File: src/design/hpe_pkg.sv
// ----------------------------------------------------------------------------
// hpe_pkg
// Types, static Huffman code table and shared constants for the HPACK string
// encoder.
// ----------------------------------------------------------------------------
package hpe_pkg;

   localparam int CODE_W = 30;
   localparam int LEN_W  = 5;

   typedef struct packed {
      logic [7:0]  symbol;
      logic        first;
      logic        final_req;
      logic [15:0] room;
   } req_type;

   typedef struct packed {
      logic [7:0] out_byte;
      logic       out_end;
      logic       overflow;
   } rsp_type;

   // One classified item handed from the front part to the back part.
   typedef struct packed {
      logic [CODE_W-1:0] code;
      logic [LEN_W-1:0]  len;
      logic              first;
      logic              final_req;
      logic [15:0]       room;
   } job_type;

   function automatic logic [CODE_W-1:0] huff_code(input logic [7:0] s);
      logic [CODE_W-1:0] c;
      case (s)
         8'd0: c = 30'h1ff8; 8'd1: c = 30'h7fffd8; 8'd2: c = 30'hfffffe2;
         8'd3: c = 30'hfffffe3; 8'd4: c = 30'hfffffe4; 8'd5: c = 30'hfffffe5;
         8'd6: c = 30'hfffffe6; 8'd7: c = 30'hfffffe7; 8'd8: c = 30'hfffffe8;
         8'd9: c = 30'hffffea; 8'd10: c = 30'h3ffffffc; 8'd11: c = 30'hfffffe9;
         8'd12: c = 30'hfffffea; 8'd13: c = 30'h3ffffffd; 8'd14: c = 30'hfffffeb;
         8'd15: c = 30'hfffffec; 8'd16: c = 30'hfffffed; 8'd17: c = 30'hfffffee;
         8'd18: c = 30'hfffffef; 8'd19: c = 30'hffffff0; 8'd20: c = 30'hffffff1;
         8'd21: c = 30'hffffff2; 8'd22: c = 30'h3ffffffe; 8'd23: c = 30'hffffff3;
         8'd24: c = 30'hffffff4; 8'd25: c = 30'hffffff5; 8'd26: c = 30'hffffff6;
         8'd27: c = 30'hffffff7; 8'd28: c = 30'hffffff8; 8'd29: c = 30'hffffff9;
         8'd30: c = 30'hffffffa; 8'd31: c = 30'hffffffb;
         8'd32: c = 30'h14; 8'd33: c = 30'h3f8; 8'd34: c = 30'h3f9; 8'd35: c = 30'hffa;
         8'd36: c = 30'h1ff9; 8'd37: c = 30'h15; 8'd38: c = 30'hf8; 8'd39: c = 30'h7fa;
         8'd40: c = 30'h3fa; 8'd41: c = 30'h3fb; 8'd42: c = 30'hf9; 8'd43: c = 30'h7fb;
         8'd44: c = 30'hfa; 8'd45: c = 30'h16; 8'd46: c = 30'h17; 8'd47: c = 30'h18;
         8'd48: c = 30'h0; 8'd49: c = 30'h1; 8'd50: c = 30'h2; 8'd51: c = 30'h19;
         8'd52: c = 30'h1a; 8'd53: c = 30'h1b; 8'd54: c = 30'h1c; 8'd55: c = 30'h1d;
         8'd56: c = 30'h1e; 8'd57: c = 30'h1f; 8'd58: c = 30'h5c; 8'd59: c = 30'hfb;
         8'd60: c = 30'h7ffc; 8'd61: c = 30'h20; 8'd62: c = 30'hffb; 8'd63: c = 30'h3fc;
         8'd64: c = 30'h1ffa; 8'd65: c = 30'h21; 8'd66: c = 30'h5d; 8'd67: c = 30'h5e;
         8'd68: c = 30'h5f; 8'd69: c = 30'h60; 8'd70: c = 30'h61; 8'd71: c = 30'h62;
         8'd72: c = 30'h63; 8'd73: c = 30'h64; 8'd74: c = 30'h65; 8'd75: c = 30'h66;
         8'd76: c = 30'h67; 8'd77: c = 30'h68; 8'd78: c = 30'h69; 8'd79: c = 30'h6a;
         8'd80: c = 30'h6b; 8'd81: c = 30'h6c; 8'd82: c = 30'h6d; 8'd83: c = 30'h6e;
         8'd84: c = 30'h6f; 8'd85: c = 30'h70; 8'd86: c = 30'h71; 8'd87: c = 30'h72;
         8'd88: c = 30'hfc; 8'd89: c = 30'h73; 8'd90: c = 30'hfd; 8'd91: c = 30'h1ffb;
         8'd92: c = 30'h7fff0; 8'd93: c = 30'h1ffc; 8'd94: c = 30'h3ffc; 8'd95: c = 30'h22;
         8'd96: c = 30'h7ffd; 8'd97: c = 30'h3; 8'd98: c = 30'h23; 8'd99: c = 30'h4;
         8'd100: c = 30'h24; 8'd101: c = 30'h5; 8'd102: c = 30'h25; 8'd103: c = 30'h26;
         8'd104: c = 30'h27; 8'd105: c = 30'h6; 8'd106: c = 30'h74; 8'd107: c = 30'h75;
         8'd108: c = 30'h28; 8'd109: c = 30'h29; 8'd110: c = 30'h2a; 8'd111: c = 30'h7;
         8'd112: c = 30'h2b; 8'd113: c = 30'h76; 8'd114: c = 30'h2c; 8'd115: c = 30'h8;
         8'd116: c = 30'h9; 8'd117: c = 30'h2d; 8'd118: c = 30'h77; 8'd119: c = 30'h78;
         8'd120: c = 30'h79; 8'd121: c = 30'h7a; 8'd122: c = 30'h7b; 8'd123: c = 30'h7ffe;
         8'd124: c = 30'h7fc; 8'd125: c = 30'h3ffd; 8'd126: c = 30'h1ffd;
         8'd127: c = 30'hffffffc;
         8'd128: c = 30'hfffe6; 8'd129: c = 30'h3fffd2; 8'd130: c = 30'hfffe7;
         8'd131: c = 30'hfffe8; 8'd132: c = 30'h3fffd3; 8'd133: c = 30'h3fffd4;
         8'd134: c = 30'h3fffd5; 8'd135: c = 30'h7fffd9; 8'd136: c = 30'h3fffd6;
         8'd137: c = 30'h7fffda; 8'd138: c = 30'h7fffdb; 8'd139: c = 30'h7fffdc;
         8'd140: c = 30'h7fffdd; 8'd141: c = 30'h7fffde; 8'd142: c = 30'hffffeb;
         8'd143: c = 30'h7fffdf; 8'd144: c = 30'hffffec; 8'd145: c = 30'hffffed;
         8'd146: c = 30'h3fffd7; 8'd147: c = 30'h7fffe0; 8'd148: c = 30'hffffee;
         8'd149: c = 30'h7fffe1; 8'd150: c = 30'h7fffe2; 8'd151: c = 30'h7fffe3;
         8'd152: c = 30'h7fffe4; 8'd153: c = 30'h1fffdc; 8'd154: c = 30'h3fffd8;
         8'd155: c = 30'h7fffe5; 8'd156: c = 30'h3fffd9; 8'd157: c = 30'h7fffe6;
         8'd158: c = 30'h7fffe7; 8'd159: c = 30'hffffef; 8'd160: c = 30'h3fffda;
         8'd161: c = 30'h1fffdd; 8'd162: c = 30'hfffe9; 8'd163: c = 30'h3fffdb;
         8'd164: c = 30'h3fffdc; 8'd165: c = 30'h7fffe8; 8'd166: c = 30'h7fffe9;
         8'd167: c = 30'h1fffde; 8'd168: c = 30'h7fffea; 8'd169: c = 30'h3fffdd;
         8'd170: c = 30'h3fffde; 8'd171: c = 30'hfffff0; 8'd172: c = 30'h1fffdf;
         8'd173: c = 30'h3fffdf; 8'd174: c = 30'h7fffeb; 8'd175: c = 30'h7fffec;
         8'd176: c = 30'h1fffe0; 8'd177: c = 30'h1fffe1; 8'd178: c = 30'h3fffe0;
         8'd179: c = 30'h1fffe2; 8'd180: c = 30'h7fffed; 8'd181: c = 30'h3fffe1;
         8'd182: c = 30'h7fffee; 8'd183: c = 30'h7fffef; 8'd184: c = 30'hfffea;
         8'd185: c = 30'h3fffe2; 8'd186: c = 30'h3fffe3; 8'd187: c = 30'h3fffe4;
         8'd188: c = 30'h7ffff0; 8'd189: c = 30'h3fffe5; 8'd190: c = 30'h3fffe6;
         8'd191: c = 30'h7ffff1; 8'd192: c = 30'h3ffffe0; 8'd193: c = 30'h3ffffe1;
         8'd194: c = 30'hfffeb; 8'd195: c = 30'h7fff1; 8'd196: c = 30'h3fffe7;
         8'd197: c = 30'h7ffff2; 8'd198: c = 30'h3fffe8; 8'd199: c = 30'h1ffffec;
         8'd200: c = 30'h3ffffe2; 8'd201: c = 30'h3ffffe3; 8'd202: c = 30'h3ffffe4;
         8'd203: c = 30'h7ffffde; 8'd204: c = 30'h7ffffdf; 8'd205: c = 30'h3ffffe5;
         8'd206: c = 30'hfffff1; 8'd207: c = 30'h1ffffed; 8'd208: c = 30'h7fff2;
         8'd209: c = 30'h1fffe3; 8'd210: c = 30'h3ffffe6; 8'd211: c = 30'h7ffffe0;
         8'd212: c = 30'h7ffffe1; 8'd213: c = 30'h3ffffe7; 8'd214: c = 30'h7ffffe2;
         8'd215: c = 30'hfffff2; 8'd216: c = 30'h1fffe4; 8'd217: c = 30'h1fffe5;
         8'd218: c = 30'h3ffffe8; 8'd219: c = 30'h3ffffe9; 8'd220: c = 30'hffffffd;
         8'd221: c = 30'h7ffffe3; 8'd222: c = 30'h7ffffe4; 8'd223: c = 30'h7ffffe5;
         8'd224: c = 30'hfffec; 8'd225: c = 30'hfffff3; 8'd226: c = 30'hfffed;
         8'd227: c = 30'h1fffe6; 8'd228: c = 30'h3fffe9; 8'd229: c = 30'h1fffe7;
         8'd230: c = 30'h1fffe8; 8'd231: c = 30'h7ffff3; 8'd232: c = 30'h3fffea;
         8'd233: c = 30'h3fffeb; 8'd234: c = 30'h1ffffee; 8'd235: c = 30'h1ffffef;
         8'd236: c = 30'hfffff4; 8'd237: c = 30'hfffff5; 8'd238: c = 30'h3ffffea;
         8'd239: c = 30'h7ffff4; 8'd240: c = 30'h3ffffeb; 8'd241: c = 30'h7ffffe6;
         8'd242: c = 30'h3ffffec; 8'd243: c = 30'h3ffffed; 8'd244: c = 30'h7ffffe7;
         8'd245: c = 30'h7ffffe8; 8'd246: c = 30'h7ffffe9; 8'd247: c = 30'h7ffffea;
         8'd248: c = 30'h7ffffeb; 8'd249: c = 30'hffffffe; 8'd250: c = 30'h7ffffec;
         8'd251: c = 30'h7ffffed; 8'd252: c = 30'h7ffffee; 8'd253: c = 30'h7ffffef;
         8'd254: c = 30'h7fffff0; 8'd255: c = 30'h3ffffee;
         default: c = '0;
      endcase
      return c;
   endfunction

   localparam logic [LEN_W-1:0] HUFF_LEN [256] = '{
      13, 23, 28, 28, 28, 28, 28, 28, 28, 24, 30, 28, 28, 30, 28, 28,
      28, 28, 28, 28, 28, 28, 30, 28, 28, 28, 28, 28, 28, 28, 28, 28,
      6, 10, 10, 12, 13, 6, 8, 11, 10, 10, 8, 11, 8, 6, 6, 6,
      5, 5, 5, 6, 6, 6, 6, 6, 6, 6, 7, 8, 15, 6, 12, 10,
      13, 6, 7, 7, 7, 7, 7, 7, 7, 7, 7, 7, 7, 7, 7, 7,
      7, 7, 7, 7, 7, 7, 7, 7, 8, 7, 8, 13, 19, 13, 14, 6,
      15, 5, 6, 5, 6, 5, 6, 6, 6, 5, 7, 7, 6, 6, 6, 5,
      6, 7, 6, 5, 5, 6, 7, 7, 7, 7, 7, 15, 11, 14, 13, 28,
      20, 22, 20, 20, 22, 22, 22, 23, 22, 23, 23, 23, 23, 23, 24, 23,
      24, 24, 22, 23, 24, 23, 23, 23, 23, 21, 22, 23, 22, 23, 23, 24,
      22, 21, 20, 22, 22, 23, 23, 21, 23, 22, 22, 24, 21, 22, 23, 23,
      21, 21, 22, 21, 23, 22, 23, 23, 20, 22, 22, 22, 23, 22, 22, 23,
      26, 26, 20, 19, 22, 23, 22, 25, 26, 26, 26, 27, 27, 26, 24, 25,
      19, 21, 26, 27, 27, 26, 27, 24, 21, 21, 26, 26, 28, 27, 27, 27,
      20, 24, 20, 21, 22, 21, 21, 23, 22, 22, 25, 25, 24, 24, 26, 23,
      26, 27, 26, 26, 27, 27, 27, 27, 27, 28, 27, 27, 27, 27, 27, 26
   };

endpackage

File: src/design/hpe_back.sv
// ----------------------------------------------------------------------------
// hpe_back
// Appends each code to the bit accumulator, emits one output byte per cycle
// unless stalled, then the padded tail, tracking output room, string aborts.
// ----------------------------------------------------------------------------
module hpe_back #(
   parameter int ROOM_LIMIT = 65535
) (
   input  logic              clock,
   input  logic              reset,
   input  logic              job_valid,
   output logic              job_ready,
   input  hpe_pkg::job_type  job_data,
   output logic              rsp_valid,
   input  logic              rsp_ready,
   output hpe_pkg::rsp_type  rsp_data
);

   localparam int ACC_W = hpe_pkg::CODE_W + 7;

   typedef enum logic [1:0] {
      ST_IDLE = 2'b01,
      ST_EMIT = 2'b10
   } state_type;

   state_type         state_ff, state_in;
   logic [6:0]        pend_ff, pend_in;
   logic [2:0]        pcnt_ff, pcnt_in;
   logic [15:0]       room_ff, room_in;
   logic              abort_ff, abort_in;
   logic [ACC_W-1:0]  acc_ff, acc_in;
   logic [5:0]        cnt_ff, cnt_in;
   logic              last_ff, last_in;
   logic              out_valid_ff, out_valid_in;
   hpe_pkg::rsp_type  out_ff, out_in;

   logic              take;
   logic              out_free;
   logic [15:0]       room_load;
   logic [6:0]        base_bits;
   logic [2:0]        base_cnt;
   logic [ACC_W-1:0]  pad_word;
   logic [2:0]        pad;

   assign out_free  = !out_valid_ff || rsp_ready;
   assign job_ready = (state_ff == ST_IDLE);
   assign take      = job_valid && job_ready;
   assign rsp_valid = out_valid_ff;
   assign rsp_data  = out_ff;

   always_comb begin
      if (ROOM_LIMIT < 65535 && {16'd0, job_data.room} > 32'(ROOM_LIMIT)) begin
         room_load = 16'(ROOM_LIMIT);
      end else begin
         room_load = job_data.room;
      end
      base_bits = job_data.first ? 7'd0 : pend_ff;
      base_cnt  = job_data.first ? 3'd0 : pcnt_ff;
      pad       = 3'd0 - cnt_ff[2:0];
      pad_word  = (acc_ff << pad) | ACC_W'((8'd1 << pad) - 8'd1);
   end

   always_comb begin
      state_in     = state_ff;
      pend_in      = pend_ff;
      pcnt_in      = pcnt_ff;
      room_in      = room_ff;
      abort_in     = abort_ff;
      acc_in       = acc_ff;
      cnt_in       = cnt_ff;
      last_in      = last_ff;
      out_valid_in = out_valid_ff && !rsp_ready;
      out_in       = out_ff;
      case (state_ff)
         ST_IDLE: begin
            if (take) begin
               if (job_data.first) begin
                  room_in  = room_load;
                  abort_in = 1'b0;
                  pend_in  = 7'd0;
                  pcnt_in  = 3'd0;
               end
               if (job_data.first || !abort_ff) begin
                  acc_in   = (ACC_W'(base_bits) << job_data.len) | ACC_W'(job_data.code);
                  cnt_in   = 6'(base_cnt) + 6'(job_data.len);
                  last_in  = job_data.final_req;
                  state_in = ST_EMIT;
               end
            end
         end
         ST_EMIT: begin
            if (cnt_ff >= 6'd8 || (last_ff && cnt_ff != 6'd0)) begin
               if (out_free) begin
                  out_valid_in = 1'b1;
                  if (room_ff == 16'd0) begin
                     out_in.out_byte = 8'd0;
                     out_in.out_end  = 1'b1;
                     out_in.overflow = 1'b1;
                     abort_in = 1'b1;
                     pend_in  = 7'd0;
                     pcnt_in  = 3'd0;
                     state_in = ST_IDLE;
                  end else begin
                     room_in = room_ff - 16'd1;
                     out_in.overflow = 1'b0;
                     if (cnt_ff >= 6'd8) begin
                        cnt_in = cnt_ff - 6'd8;
                        out_in.out_byte = 8'(acc_ff >> (cnt_ff - 6'd8));
                        out_in.out_end  = last_ff && (cnt_ff == 6'd8);
                     end else begin
                        cnt_in = 6'd0;
                        out_in.out_byte = pad_word[7:0];
                        out_in.out_end  = 1'b1;
                     end
                  end
               end
            end else begin
               state_in = ST_IDLE;
               if (last_ff) begin
                  pend_in = 7'd0;
                  pcnt_in = 3'd0;
               end else begin
                  pend_in = 7'(acc_ff & ((ACC_W'(1) << cnt_ff) - ACC_W'(1)));
                  pcnt_in = cnt_ff[2:0];
               end
            end
         end
         default: state_in = ST_IDLE;
      endcase
   end

   always_ff @(posedge clock) begin
      if (reset) begin
         state_ff     <= ST_IDLE;
         pend_ff      <= 7'd0;
         pcnt_ff      <= 3'd0;
         room_ff      <= 16'd0;
         abort_ff     <= 1'b0;
         out_valid_ff <= 1'b0;
      end else begin
         state_ff     <= state_in;
         pend_ff      <= pend_in;
         pcnt_ff      <= pcnt_in;
         room_ff      <= room_in;
         abort_ff     <= abort_in;
         out_valid_ff <= out_valid_in;
      end
   end

   always_ff @(posedge clock) begin
      acc_ff  <= acc_in;
      cnt_ff  <= cnt_in;
      last_ff <= last_in;
      out_ff  <= out_in;
   end

   a_state_onehot: assert property (@(posedge clock) disable iff (reset)
      $onehot(state_ff)) else $error("state not one-hot");
   a_ovf_end: assert property (@(posedge clock) disable iff (reset)
      (rsp_valid && rsp_data.overflow) |-> rsp_data.out_end)
      else $error("overflow beat without end mark");
   a_ovf_abort: assert property (@(posedge clock) disable iff (reset)
      (state_ff == ST_EMIT && out_free && room_ff == 16'd0
       && (cnt_ff >= 6'd8 || (last_ff && cnt_ff != 6'd0))) |=> abort_ff)
      else $error("overflow did not abort string");

endmodule

File: config.mk
export PLATFORM = sky130hd
export DESIGN_NAME = hpe_back
export DESIGN_NICKNAME = d
export VERILOG_FILES = /design/src/design/hpe_pkg.sv /design/src/design/hpe_back.sv
export SDC_FILE = /design/constraint.sdc
export NUM_CORES = 1
export LEC_CHECK = 0
export CORE_MARGIN = 2
export CORE_UTILIZATION = 45
export CTS_CLUSTER_SIZE = 10
export DETAILED_ROUTE_END_ITERATION = 8
export DONT_BUFFER_PORTS = 1
export PLACE_DENSITY = 0.61
export SLEW_MARGIN = 20
export SYNTH_ARGS = -nofsm -noshare
export SYNTH_HDL_FRONTEND = slang
export SYNTH_SLANG_ARGS = --single-unit
export TNS_END_PERCENT = 1
File: constraint.sdc
create_clock -name clock -period 4.2 [get_ports clock]
set_input_delay 1.26 -clock clock [delete_from_list [all_inputs] [get_ports clock]]
set_output_delay 1.26 -clock clock [all_outputs]
set_load 0.005 [all_outputs]
* Yosys cells after proc, flatten, opt, wreduce, memory -nomap -nowiden
Index checks and enable logic that the tools add are counted.
** Operators by class
- Reductions and logical operators :: 21
- Equality and inequality tests :: 12
- Bitwise logic cells :: 4
- Order comparisons :: 1
- Shift-type cells :: 5
- Add/subtract/negate cells :: 6
- Muxes and demuxes :: 44
** Operators with widths (number)
- $mux W16 :: 5
- $mux W7 :: 6
- $or A37 B30 Y37 :: 1
- $shl A37 B3 Y8 :: 1
- $shl A7 B5 Y37 :: 1
- $shr A37 B6 Y8 :: 1
- $mux W6 :: 6
- $pmux W16 S2 :: 1
- $mux W3 :: 6
- $reduce_and A6 Y1 :: 3
- $logic_not A16 Y1 :: 1
- $sub A16 B1 Y16 const B :: 1
- $pmux W7 S2 :: 1
- $pmux W6 S2 :: 1
- $mux W2 :: 5
- $mux W1 :: 9
- $mux W9 :: 1
- $ne A2 B2 Y1 const B :: 4
- $or A8 B8 Y8 :: 1
- $reduce_and A4 Y1 :: 2
- $shl A1 B3 Y8 const A :: 1
- $sub A8 B1 Y8 const B :: 1
- $and A7 B7 Y7 :: 1
- $shl A1 B6 Y7 const A :: 1
- 21 further kinds :: 32
** Storage, ports and cells
- Register bits after elaboration :: 84
- Word-level logic and storage cells :: 105

* Depth between registers and ports, before layout
- Word-level depth :: 6
- Mapped depth :: 13
- Mapped depth without buffers :: 10

* Worst setup path before layout
No wires, ideal clock.
- Path kind :: input to register
- Start :: input job_data[17] (netlist bit)
- End :: register acc_ff[0], enable pin
- Arrival time :: 2.715 ns
- Stages :: 4
- Required time :: 3.801 ns
- Slack :: 1.086 ns
- Cells stage by stage :: buf_2 -> clkinv_1 -> nand2_1 -> and3_1
** Between the ends
- Cells in the longest elaborated chain, start to end :: 2
** Ends and longest elaborated chain
- start, declared :: line hpe_back.sv:13 : input hpe_pkg::job_type job_data,
- $logic_or A1 B1 Y1 :: line hpe_back.sv:83 : if (job_data.first || !abort_ff) begin
- $reduce_and A3 Y1 (no source line)
- end signal, assigned :: line hpe_back.sv:151 : acc_ff <= acc_in;
- end, declared :: line hpe_back.sv:31 : logic [ACC_W-1:0] acc_ff, acc_in;
No other way between the ends.
A chain may end at the register's enable or synchronous reset.

* Worst setup path after layout
- Start :: register cnt_ff[3]
- End :: register out_ff (netlist bit rsp_data[7]) (data pin)
** Between the ends
- Cells in the longest elaborated chain, start to end :: 3
- Elaborated cells on any way between the ends :: 4
- Those cells by class :: add/sub (1); order compare (1); shift (1); mux (1)
** Ends and longest elaborated chain
- start, declared :: line hpe_back.sv:32 : logic [5:0] cnt_ff, cnt_in;
- start signal, assigned :: line hpe_back.sv:152 : cnt_ff <= cnt_in;
- $sub A6 B4 Y6 :: line hpe_back.sv:108 : out_in.out_byte = 8'(acc_ff >> (cnt_ff - 6'd8));
- $shr A37 B6 Y8 :: line hpe_back.sv:108
- $mux W9 * :: line hpe_back.sv:106 : if (cnt_ff >= 6'd8) begin
- end signal, assigned :: line hpe_back.sv:154 : out_ff <= out_in;
- end, declared :: line hpe_back.sv:35 : hpe_pkg::rsp_type out_ff, out_in;
Mark *: on every way between the ends. The rest lies on a longest branch, timed or not.

==> results_tabular.tex <==
\begin{tabular}{lr}
\hline
Metric & Value \\
\hline
\multicolumn{2}{l}{\textbf{Status}} \\
Result of the run & completed \\
\multicolumn{2}{l}{\textbf{Clock tree}} \\
CTS Hold Bufs & 0 \\
Number of clock buffers inserted by TritonCTS & 9 \\
Number of H-tree branching levels & 3 \\
Clock root buffer master & clkbuf\_16 \\
Setup fix buffers added after clock tree synthesis & 0 \\
Clock Tree Buf Depth & 2 \\
Clock sink count & 84 \\
Clock insertion delay at the later pin of the skew report & 0.36 ns \\
Reg clk slew, reported paths & 0.06 ns \\
Clock tree from TritonCTS & yes \\
Number of instances resized during post-cts repair & 0 \\
\multicolumn{2}{l}{\textbf{Timing}} \\
\# setup viols final & 0 \\
Max-slew headroom at the worst pin & a little under a third \\
Final number of hold-violating endpoints & 0 \\
Share of the clock period used by the worst path after layout & 73.0\% \\
Slew Viols, Final & 0 \\
Slew of the pin with the lowest slew margin & 1.02 ns \\
Post-Route Skew & between 0.01 and 0.015 ns \\
Final worst path period need & 3.07 ns \\
Final worst setup slack & 1.13 ns \\
Highest clock frequency the design can meet & between 300 and 400 MHz \\
Setup repair after global routing missed its margin & false \\
Setup TNS & 0 ns \\
\multicolumn{2}{l}{\textbf{Layout}} \\
Net count, final & 678 \\
Total of fill cells in the finished design & 1294 \\
Post-route cell area & approximately 6900 um\^{}2 \\
Area grow syn2layout & 5.79\% \\
Footprint of the flip-flops and latches & around 2200 um\^{}2 \\
Diode insertion count for antenna repair & 0 \\
Area occupied by multi-input gates & 3930 um\^{}2 \\
Fraction of final layout cells with drive strength greater than 1 & 13.9\% \\
\multicolumn{2}{l}{\textbf{Yosys}} \\
Nets in the synthesized netlist & between 700 and 800 \\
Cell accounting for the most synthesized area & edfxtp\_1 \\
Sequential element share of the synthesized area & 34.3\% \\
Post-synthesis cell count & between 600 and 700 \\
Fraction of post-synthesis cell area in the top cell type by area & roughly 25\% \\
Most area-consuming cells after synthesis & edfxtp\_1 (25\%), mux4\_2 (12\%), dfxtp\_1 (9.3\%) \\
Number of warnings reported in the yosys synthesis log & 0 \\
Mean area per synthesized cell & 10.2 um\^{}2 \\
EDFF count, synth & 54 \\
Synthesized area & approximately 6500 um\^{}2 \\
Top FF cell, synth & edfxtp\_1 \\
Synthesized flop and latch total & 84 \\
Netlist cell types & 79 \\
Share of synthesized registers carrying an async set or reset & 0\% \\
\multicolumn{2}{l}{\textbf{Power}} \\
Power share of the sequential group & between 30\% and 40\% \\
Proportion of total power due to net switching & 36.9\% \\
P\_int & 0.00207 W \\
Leakage power total & between 2 and 2.5 nW \\
Power Dens Cells & 478 nW/um\^{}2 \\
Sw Pwr & 0.00121 W \\
Comb power frac & 40.1\% \\
Fraction of power consumed by the clock network & 26.5\% \\
Max rail drop VDD & 0.000232 V \\
\multicolumn{2}{l}{\textbf{Global routing}} \\
Congestion Overflow GR & 0 \\
Vias in the first global route & 4973 \\
Total global-route track usage & 24.6\% \\
Pin count of the biggest net entering global routing & 60 \\
Global-route wire length before repair & 28.4 mm \\
Initial antenna violation count & 0 \\
\multicolumn{2}{l}{\textbf{Setup path}} \\
Arrival time of the worst setup path & between 3 and 4 ns \\
Critical Path Start Type & flip-flop \\
Slowest cell on crit path & ha\_1 \\
CP Data Required Time & about 4.3 ns \\
Endpoint of the most critical register-to-register path & rsp\_data[7] \\
Setup slack, reg-to-reg & 1.13 ns \\
Critical path peak fanout & 26 \\
Worst reg2reg path startpoint & cnt\_ff[3] \\
Logic depth of the worst register-to-register path & 8 \\
Worst setup path category & flip-flop to flip-flop \\
Largest incremental delay on the critical path & 0.69 ns \\
Critical path endpoint category & flip-flop \\
Cell-by-cell trace of the critical path & buf\_4, inv\_2, ha\_1, clkinv\_1, mux4\_2, nand2\_1, o21ai\_1, a32o\_1 \\
\multicolumn{2}{l}{\textbf{Routing}} \\
Remaining antenna violation count & 0 \\
DRC errors left & 0 \\
Detailed Route WL & 18.0 mm \\
Number of vias per cell after detailed routing & 6.62 \\
DRC violation total after the first TritonRoute iteration & 632 \\
Vias after detailed routing & 5237 \\
Wire length per cell & 22.8 um \\
Number of iterations in the first detailed-routing pass & 6 \\
\multicolumn{2}{l}{\textbf{Flow run}} \\
Max-capacitance violation count & 0 \\
\multicolumn{2}{l}{\textbf{Hold path}} \\
Hold path start & pcnt\_ff[1] \\
Classification of the worst-slack hold path & flip-flop to flip-flop \\
Endpoint of the worst hold-timing path & pcnt\_ff[1] \\
Number of cells on the worst hold path & 1 \\
\multicolumn{2}{l}{\textbf{Placed design}} \\
Post-placement setup slack & around 1.1 ns \\
HPWL reported at the end of detailed placement & $\sim$13 mm \\
Final weighted congestion in routability-driven placement & 0.909 \\
Number of buffers inserted by port buffering & 0 \\
Post-placement cell area & approximately 6500 um\^{}2 \\
\multicolumn{2}{l}{\textbf{Floorplan}} \\
Count of boundary I/O pins & 69 \\
Starting utilization of the core area & approximately 46\% \\
Die H & 124 um \\
Area of the die & 15400 um\^{}2 \\
Die boundary width & 124 um \\
Area of the placeable core & between 10000 and 15000 um\^{}2 \\
Number of cell rows & 43 \\
\hline
\end{tabular}
## per-layer routing
metal / track usage, % / share of wire (%)
met1: 35.7 / 46
met4: 6.74 / 1.5
met3: 5.22 / 6.6
met2: 37.3 / 46
met5: 0 / 0
## placed cells by master (no fill, tap or decap), types with 4 or more instances in the layout
cell type / Yosys / final
o21bai_1: 6 / 6
a211oi_1: 5 / 5
edfxtp_1: 54 / 54
inv_1: 20 / 20
mux2i_1: 31 / 31
mux2_2: 7 / 7
nand2_1: 39 / 39
nor2_1: 38 / 38
or3_1: 7 / 7
and2_1: 7 / 7
o21ai_0: 26 / 26
nand4_1: 5 / 5
o31ai_1: 13 / 13
nor3_1: 23 / 23
nor2b_1: 16 / 16
ha_1: 14 / 14
nand3_1: 13 / 13
a22oi_1: 4 / 4
nand2b_1: 5 / 5
a2111oi_0: 4 / 4
a31oi_1: 9 / 9
dfxtp_1: 30 / 30
a32o_1: 8 / 8
o311ai_0: 9 / 9
and3_1: 10 / 10
xnor2_1: 7 / 7
buf_4: 2 / 10
mux4_2: 35 / 35
a21oi_1: 37 / 37
mux4_1: 4 / 4
a21o_1: 15 / 15
a221o_1: 11 / 11
clkbuf_16: 0 / 9
nor4_1: 7 / 7
## worst max path at each step
stage                  from     endpoint  slack, ns  cells after the start
2_1_floorplan  job_data[17]    acc_ff[0]       1.09                      4
3_3_place_gp      cnt_ff[3]  rsp_data[7]       1.16                      8
3_5_place_dp      cnt_ff[3]  rsp_data[7]       1.13                      8
4_1_cts           cnt_ff[3]  rsp_data[7]       1.11                      8
5_1_grt           cnt_ff[3]  rsp_data[7]       0.89                      8
6_report          cnt_ff[3]  rsp_data[7]       1.13                      8
## kinds of logic (layout without fill, tap and decap cells)
| family | after synthesis | count (layout) | synth area share [%] |
|---|---|---|---|
| AOI/OAI and AO/OA | 189 | 189 | 21.2 |
| and+or+nand+nor | 187 | 187 | 15.5 |
| DFF | 84 | 84 | 34.3 |
| muxes | 77 | 77 | 19.8 |
| buffers and inverters | 73 | 50 | 5.09 |
| adders and majority gates | 15 | 15 | 3.01 |
| xor gates and xnor gates | 9 | 9 | 1.22 |
## cell usage after synthesis, types with 4 or more instances
cell       number
o31ai_1        13
or3_1           7
nand2_1        39
buf_2          15
nand2b_1        5
mux2_2          7
o21ai_0        26
clkbuf_1       24
o21bai_1        6
a2111oi_0       4
edfxtp_1       54
a32o_1          8
a221o_1        11
nor3_1         23
mux2i_1        31
a31oi_1         9
nor2b_1        16
nor4_1          7
nor2_1         38
mux4_1          4
inv_1          20
buf_1           4
a22oi_1         4
ha_1           14
nand4_1         5
a211oi_1        5
o311ai_0        9
dfxtp_1        30
and2_1          7
and3_1         10
a21oi_1        37
xnor2_1         7
mux4_2         35
a21o_1         15
buf_6           4
nand3_1        13
## flip-flops by register name (all words and copies together), names as in the netlist
name,flops
state_ff,2
cnt_ff,6
rsp_data,10
pcnt_ff,3
rsp_valid,1
abort_ff,1
pend_ff,7
last_ff,1
acc_ff,37
room_ff,16
## cell type report
class	instances	area share, %
clock buffers	10	3.34
clock inverters	6	1.26
inverters	24	1.31
multi-input cells	477	57.3
flip-flops and latches	84	32.4
well taps	180	3.28
repair buffers	10	1.09
## critical path: cells and delay by family (launching register included)
kind,cells,cell delay [ns]
buffers and inverters,3,0.88
AO/OA/AOI/OAI,2,0.30
AND/OR/NAND/NOR,1,0.08
adder cells (fa/ha/maj),1,0.69
multiplexers,1,0.54
flip-flops,1,0.32
## power groups by stage
stage | Combinational (W) | Clock (W) | Sequential, W
finish | 0.00132 | 0.000869 | 0.00110
global route | 0.00143 | 0.000918 | 0.00111
CTS | 0.00130 | 0.000881 | 0.00109
detailed placement | 0.00129 | 0 | 0.00111
global placement | 0.00129 | 0 | 0.00111
floorplan | 0.00105 | 0 | 0.00108
## per-stage QoR
step | instances | hold WS, ns | power (W) | utilization [%]
6_report | 791 | 0.485 | 0.00328 | 49.1
5_1_grt | 791 | 0.521 | 0.00346 | 49.1
4_1_cts | 791 | 0.479 | 0.00327 | 49.1
3_5_place_dp | 775 | 0.459 | 0.00241 | 46.8
3_3_place_gp | 775 | 0.457 | 0.00240 | 46.8
2_1_floorplan | 634 | 0.441 | 0.00213 | -
Note: power is estimated with default switching activity, not from simulation.
